`src/design/imuf_pkg.sv`:
```
`timescale 1ns / 1ps
`default_nettype none
// ----------------------------------------------------------------------------
// imuf_pkg: shared types and constants of the IMU tilt filter
// Command and status words between controller and datapath, angle limits,
// register indexes and the CORDIC arctangent table.
// ----------------------------------------------------------------------------
package imuf_pkg;

    // register indexes (paddr[3:2])
    localparam logic [1:0] REG_BLEND_GAIN = 2'd0;
    localparam logic [1:0] REG_GYRO_SCALE = 2'd1;
    localparam logic [1:0] REG_TICK_NS    = 2'd2;

    localparam logic [15:0] BLEND_GAIN_RST = 16'd62259;
    localparam logic [7:0]  GYRO_SCALE_RST = 8'd131;
    localparam logic [15:0] TICK_NS_RST    = 16'd1000;

    localparam int ATAN_LEN    = 24;
    localparam int SQRT_STEPS  = 24;
    localparam int DIV_STEPS   = 56;

    localparam logic [22:0] NINETY_Q16 = 23'd5898240;
    localparam logic [15:0] NINETY_Q8  = 16'd23040;
    localparam logic [29:0] NS_PER_S   = 30'd1000000000;

    localparam logic signed [31:0] ANG_MAX = 32'sd262143;
    localparam logic signed [31:0] ANG_MIN = -32'sd262144;

    typedef enum logic [4:0] {
        OP_IDLE,
        OP_LOAD,
        OP_SQUARE,
        OP_SQRT_INIT,
        OP_SQRT_STEP,
        OP_COR_INIT,
        OP_COR_STEP,
        OP_COR_END,
        OP_SEED,
        OP_GYRO_PREP,
        OP_GYRO_MUL,
        OP_DIV_INIT,
        OP_DIV_STEP,
        OP_GYRO_END,
        OP_BLEND_A,
        OP_BLEND_B,
        OP_BLEND_C,
        OP_PUBLISH
    } imuf_op_t;

    typedef struct packed {
        imuf_op_t   op;
        logic [1:0] axis;
        logic [4:0] iter;
    } imuf_cmd_t;

    typedef struct packed {
        logic first;
    } imuf_status_t;

    // atan(2^-i) in 1/65536 degree, rounded to nearest
    function automatic logic [21:0] atan_q16(input logic [4:0] i);
        logic [21:0] v;
        begin
            case (i)
                5'd0:    v = 22'd2949120;
                5'd1:    v = 22'd1740967;
                5'd2:    v = 22'd919879;
                5'd3:    v = 22'd466945;
                5'd4:    v = 22'd234379;
                5'd5:    v = 22'd117304;
                5'd6:    v = 22'd58666;
                5'd7:    v = 22'd29335;
                5'd8:    v = 22'd14668;
                5'd9:    v = 22'd7334;
                5'd10:   v = 22'd3667;
                5'd11:   v = 22'd1833;
                5'd12:   v = 22'd917;
                5'd13:   v = 22'd458;
                5'd14:   v = 22'd229;
                5'd15:   v = 22'd115;
                5'd16:   v = 22'd57;
                5'd17:   v = 22'd29;
                5'd18:   v = 22'd14;
                5'd19:   v = 22'd7;
                5'd20:   v = 22'd4;
                5'd21:   v = 22'd2;
                5'd22:   v = 22'd1;
                default: v = 22'd0;
            endcase
            return v;
        end
    endfunction

    // clamp to the 19-bit angle range
    function automatic logic signed [18:0] sat19(input logic signed [31:0] v);
        logic signed [18:0] r;
        begin
            if (v > ANG_MAX)
            begin
                r = 19'sh3FFFF;
            end
            else if (v < ANG_MIN)
            begin
                r = 19'sh40000;
            end
            else
            begin
                r = v[18:0];
            end
            return r;
        end
    endfunction

endpackage
`default_nettype wire

```
`src/design/imuf_ctrl.sv`:
```
`timescale 1ns / 1ps
`default_nettype none
// ----------------------------------------------------------------------------
// imuf_ctrl: sequencer of the IMU tilt filter
// Walks squares, square roots, CORDIC, gyro division (or the seed on the first
// sample) and blend per axis and drives the datapath by command words.
// ----------------------------------------------------------------------------
module imuf_ctrl #(
    parameter int CORDIC_STEPS = 16
) (
    input  wire                   clk,
    input  wire                   rst_n,
    input  wire                   in_valid,
    output logic                  in_ready,
    output logic                  out_valid,
    input  wire                   out_ready,
    input  imuf_pkg::imuf_status_t status,
    output imuf_pkg::imuf_cmd_t   cmd
);

    localparam int NSTEPS = (CORDIC_STEPS < imuf_pkg::ATAN_LEN) ?
                            CORDIC_STEPS : imuf_pkg::ATAN_LEN;

    typedef enum logic [4:0] {
        S_IDLE, S_SQUARE, S_SQRT_INIT, S_SQRT, S_COR_INIT, S_COR, S_COR_END,
        S_SEED, S_GYRO_PREP, S_GYRO_MUL, S_DIV_INIT, S_DIV, S_GYRO_END,
        S_BLEND_A, S_BLEND_B, S_BLEND_C, S_PUBLISH
    } state_t;

    state_t     state_reg, state_next;
    logic [1:0] axis_reg, axis_next;
    logic [5:0] iter_reg, iter_next;
    logic       out_valid_reg, out_valid_next;
    logic       slot_free;

    assign slot_free = !out_valid_reg || out_ready;
    assign in_ready  = (state_reg == S_IDLE);
    assign out_valid = out_valid_reg;

    // next state and command
    always_comb
    begin
        state_next     = state_reg;
        axis_next      = axis_reg;
        iter_next      = iter_reg;
        out_valid_next = out_valid_reg && !out_ready;
        cmd.op         = imuf_pkg::OP_IDLE;
        cmd.axis       = axis_reg;
        cmd.iter       = iter_reg[4:0];
        unique case (state_reg)
            S_IDLE:
            begin
                if (in_valid)
                begin
                    cmd.op     = imuf_pkg::OP_LOAD;
                    state_next = S_SQUARE;
                    axis_next  = 2'd0;
                end
            end
            S_SQUARE:
            begin
                cmd.op = imuf_pkg::OP_SQUARE;
                if (axis_reg == 2'd2)
                begin
                    axis_next  = 2'd0;
                    state_next = S_SQRT_INIT;
                end
                else
                begin
                    axis_next = axis_reg + 2'd1;
                end
            end
            S_SQRT_INIT:
            begin
                cmd.op     = imuf_pkg::OP_SQRT_INIT;
                iter_next  = 6'd0;
                state_next = S_SQRT;
            end
            S_SQRT:
            begin
                cmd.op = imuf_pkg::OP_SQRT_STEP;
                if (iter_reg == 6'(imuf_pkg::SQRT_STEPS - 1))
                begin
                    state_next = S_COR_INIT;
                end
                else
                begin
                    iter_next = iter_reg + 6'd1;
                end
            end
            S_COR_INIT:
            begin
                cmd.op     = imuf_pkg::OP_COR_INIT;
                iter_next  = 6'd0;
                state_next = S_COR;
            end
            S_COR:
            begin
                cmd.op = imuf_pkg::OP_COR_STEP;
                if (iter_reg == 6'(NSTEPS - 1))
                begin
                    state_next = S_COR_END;
                end
                else
                begin
                    iter_next = iter_reg + 6'd1;
                end
            end
            S_COR_END:
            begin
                cmd.op = imuf_pkg::OP_COR_END;
                if (axis_reg == 2'd2)
                begin
                    axis_next  = 2'd0;
                    state_next = status.first ? S_SEED : S_GYRO_PREP;
                end
                else
                begin
                    axis_next  = axis_reg + 2'd1;
                    state_next = S_SQRT_INIT;
                end
            end
            S_SEED:
            begin
                cmd.op     = imuf_pkg::OP_SEED;
                state_next = S_BLEND_A;
            end
            S_GYRO_PREP:
            begin
                cmd.op     = imuf_pkg::OP_GYRO_PREP;
                state_next = S_GYRO_MUL;
            end
            S_GYRO_MUL:
            begin
                cmd.op     = imuf_pkg::OP_GYRO_MUL;
                state_next = S_DIV_INIT;
            end
            S_DIV_INIT:
            begin
                cmd.op     = imuf_pkg::OP_DIV_INIT;
                iter_next  = 6'd0;
                state_next = S_DIV;
            end
            S_DIV:
            begin
                cmd.op = imuf_pkg::OP_DIV_STEP;
                if (iter_reg == 6'(imuf_pkg::DIV_STEPS - 1))
                begin
                    state_next = S_GYRO_END;
                end
                else
                begin
                    iter_next = iter_reg + 6'd1;
                end
            end
            S_GYRO_END:
            begin
                cmd.op = imuf_pkg::OP_GYRO_END;
                if (axis_reg == 2'd2)
                begin
                    axis_next  = 2'd0;
                    state_next = S_BLEND_A;
                end
                else
                begin
                    axis_next  = axis_reg + 2'd1;
                    state_next = S_GYRO_MUL;
                end
            end
            S_BLEND_A:
            begin
                cmd.op     = imuf_pkg::OP_BLEND_A;
                state_next = S_BLEND_B;
            end
            S_BLEND_B:
            begin
                cmd.op     = imuf_pkg::OP_BLEND_B;
                state_next = S_BLEND_C;
            end
            S_BLEND_C:
            begin
                cmd.op = imuf_pkg::OP_BLEND_C;
                if (axis_reg == 2'd2)
                begin
                    axis_next  = 2'd0;
                    state_next = S_PUBLISH;
                end
                else
                begin
                    axis_next  = axis_reg + 2'd1;
                    state_next = S_BLEND_A;
                end
            end
            S_PUBLISH:
            begin
                if (slot_free)
                begin
                    cmd.op         = imuf_pkg::OP_PUBLISH;
                    out_valid_next = 1'b1;
                    state_next     = S_IDLE;
                end
            end
            default:
            begin
                state_next = S_IDLE;
            end
        endcase
    end

    // state and registered outputs
    always_ff @(posedge clk or negedge rst_n)
    begin
        if (!rst_n)
        begin
            state_reg     <= S_IDLE;
            axis_reg      <= 2'd0;
            iter_reg      <= 6'd0;
            out_valid_reg <= 1'b0;
        end
        else
        begin
            state_reg     <= state_next;
            axis_reg      <= axis_next;
            iter_reg      <= iter_next;
            out_valid_reg <= out_valid_next;
        end
    end

endmodule
`default_nettype wire

```
`config.mk`:
```
export PLATFORM = sky130hd
export DESIGN_NAME = imuf_ctrl
export DESIGN_NICKNAME = d
export VERILOG_FILES = /design/src/design/imuf_pkg.sv /design/src/design/imuf_ctrl.sv
export SDC_FILE = /design/constraint.sdc
export NUM_CORES = 1
export LEC_CHECK = 0
export BUFFER_PORTS_ARGS = -buffer_cell sky130_fd_sc_hd__buf_2
export CELL_PAD_IN_SITES_DETAIL_PLACEMENT = 0
export CELL_PAD_IN_SITES_GLOBAL_PLACEMENT = 1
export CORE_MARGIN = 2
export CORE_UTILIZATION = 41
export DETAILED_ROUTE_END_ITERATION = 10
export GPL_TIMING_DRIVEN = 0
export PLACE_DENSITY = 0.75
export SKIP_CTS_REPAIR_TIMING = 1
export SYNTH_ARGS = -nofsm -noshare
export SYNTH_HDL_FRONTEND = slang
export SYNTH_SLANG_ARGS = --single-unit
```
`constraint.sdc`:
```
create_clock -name clk -period 2 [get_ports clk]
set_input_delay 0.2 -clock clk [delete_from_list [all_inputs] [get_ports clk]]
set_output_delay 0.2 -clock clk [all_outputs]
set_load 0.02 [all_outputs]
```
==> results.md <==
- Hold Crit Class: in -> reg
- Hold Vio Cnt, Final: 0
- GR Util All Layers: 18.6%
- HP Start: out_ready
- Wire per inst: 14.5 um
- Critical Path Start: state_reg[1]$_DFFE_PN0P_
- Via count: 1,086
- CTS tree: yes
- CP Max Fanout: 6
- Met1 WL: 1360 um
- Final worst slack: 0.0219 ns
- CTS Buffer Depth: 2
- Synthesized flop and latch total: 14
- Max Slew Vio Count: 0
- Total grt overflow: 0
- Gpl congestion: 0.852
- Chip Height: 56.6 um
- Sw frac: 47.5%
- Routed wl met2: 1360 um
- Number of CTS-inserted buffers: 3
- Routed Antenna Nets: 0
- CTS Sinks: 14
- Tcrit/Tclk final: 98.9%
- Starting Density: 42.3%
- Post-route setup TNS: 0 ns
- Fmax achieved: 506 MHz
- Dpl ws: 0.0576 ns
- Synth unique cells: 44
- Cell with the most instances after synthesis: dfrtp_1
- H-tree lvl count: 1
- Antenna violations before repair: 0
- Largest stage delay, worst path: 0.38 ns
- Synth top area share: 30.8%
- Syn Area/Cell: 8.42 um^2
- Syn_nets: 141
- Final worst path period need: 1.98 ns
- Leading area contributor after synthesis: dfrtp_1
- Vias per std cell: 5.48
- P per Cell Area: 1610 mW/mm^2
- Crit Path Class: reg -> out
- Cell-internal power: 1.22 mW
- CP Data Arrival Time: 1.78 ns
- Status: completed
- Hold Slack: 0.239 ns
- Final WL: 2870 um
- Final Skew: 0.0104 ns
- Pre-Repair DR Iteration Count: 4
- Post-synth EDFFs: 0
- VDD IR max: 0.000788 V
- Leakage power: 0.665 nW
- Post-synth top flop: dfrtp_1
- Max_slew headroom: 69.3%
- Die area: 0.00321 mm^2
- Largest register FFs: 6
- Post-Synthesis Cell Area: 0.00114 mm^2
- Asr flop ratio synth: 100%
- Post-synth top cells: dfrtp_1 (14), nand2_1 (12), o21ai_0 (9)
- Core box area: 0.00269 mm^2
- Antenna diodes: 0
- Largest net degree at the start of global routing: 15
- Number of global-route vias before repair: 924
- Top routing layer used: met4
- Die extent in x: 56.6 um
- Worst r2r src: state_reg[1]$_DFFE_PN0P_
- Psw: 1.10 mW
- Max-cap viol count: 0
- Clock Latency Late Sink: 0.29 ns
- Design Power: 2.32 mW
- Top cell by count, worst path: buf_6
- CP startpoint kind: flop
- Combinational share of power: 68.6%
- I/O pins: 19
- Ys Warns: 0
- RSZ-0062 raised after global routing: yes
- Met3 wire len: 123 um
- Synthesized instance count: 135
- DRT iter0 DRCs: 28
- Clock Power Share: 9.0%
- Critical path's slowest cell: dfrtp_1
- Root buf cell: clkbuf_4
- Flop pwr share: 22.3%
- DRC violations left: 0
- First-pass GRT wire length: 4610 um
- Slew @ Worst Pin: 0.461 ns
- Std cell rows: 19
- Crit end category: output port
- Endpoints failing setup: 0
- Share of cells above drive strength 1: 35.3%
- Worst path required time: 1.80 ns
- Nets: 174
- Final Util: 53.6%
- Post-DP HPWL: 2010 um
- Synth area leaders: dfrtp_1 (31%), nand2b_1 (4.4%), o21ai_0 (4.0%)
- Critical path, cell by cell: buf_6, or3_4, buf_6, nor2_4, nand2_2, o22ai_2, buf_6
- Area grow syn2layout: 26.7%
- PortBufs: 18
- Seq/Total Area, Yosys: 30.8%
- Worst-path clk slew: 0.10 ns
## per-stage QoR
step | area (um^2) | instances
after floorplan | 1140 | 135
after global placement | 1260 | 184
after detailed placement | 1260 | 184
after CTS | 1300 | 188
final | 1440 | 198
after global routing | 1440 | 198
## layout by cell type (no fill, tap or decap), drive strengths merged
cell	instances
o2111ai	1
o31ai	2
o211a	1
a21o	1
nor3	5
xor2	2
nor3b	1
o22ai	3
clkbuf	7
nand2b	9
and4b	1
or2b	1
a21oi	7
nor2	8
o32ai	1
nand3	6
dfrtp	14
nor2b	4
ha	1
dlygate4sd3	1
nand4	1
o211ai	2
and2	1
xnor2	2
nor4	1
or3b	1
nand3b	1
nand4b	3
o41ai	1
o21ai	9
mux2	1
buf	38
nand2	12
a211oi	6
or3	3
mux2i	1
and3	1
o21bai	2
inv	5
## worst max-delay path: cells and delay by family (launching register included)
kind | cells | cell delay [ns]
AOI/OAI and AO/OA | 1 | 0.19
and+or+nand+nor | 3 | 0.50
buffers and inverters | 3 | 0.41
DFF | 1 | 0.38
## layer usage
metal / GRT usage (%) / vias up
met5: 0 / -
met1: 28.4 / 509
li1: - / 542
met3: 5.07 / 5
met4: 5.10 / 0
met2: 25.4 / 30
## worst paths after layout
check                                      endpoint  slack, ns  cells after the start
hold reg to reg             iter_reg[1]$_DFFE_PN0P_       0.54                      2
min in group asynchronous  state_reg[3]$_DFFE_PN0P_       0.34                      2
setup reg to reg            iter_reg[5]$_DFFE_PN0P_       0.09                      7
hold / removal                  out_valid$_DFF_PN0_       0.24                      3
setup / recovery                            cmd[11]       0.02                      7
max in group asynchronous   iter_reg[5]$_DFFE_PN0P_       1.40                      2
## kinds of logic after synthesis
| kind of cell | after synthesis | share of synthesized area [%] |
|---|---|---|
| simple gates | 59 | 29.3 |
| fa+ha+maj | 1 | 1.10 |
| buf+inv | 19 | 9.14 |
| mux | 2 | 1.87 |
| flops | 14 | 30.8 |
| compound gates | 36 | 24.7 |
| xor+xnor | 4 | 3.08 |
## power groups by stage
stage,Sequential [mW],Combinational [mW],Clock (mW)
after detailed placement,0.522,1.41,0
after CTS,0.516,1.42,0.222
after floorplan,0.508,1.09,0
final,0.518,1.59,0.210
after global placement,0.514,1.41,0
after global routing,0.541,1.74,0.240
## cell type report
class                   count  area (um^2)
plain buffers              14         98.8
well taps                  31         38.8
flip-flops and latches     14          350
fillers                   258         1250
multi-input cells         102          716
repair buffers             28          180
inverters                   5         18.8
clock buffers               4         36.3
No activity file was read; power rests on OpenSTA's default activity.
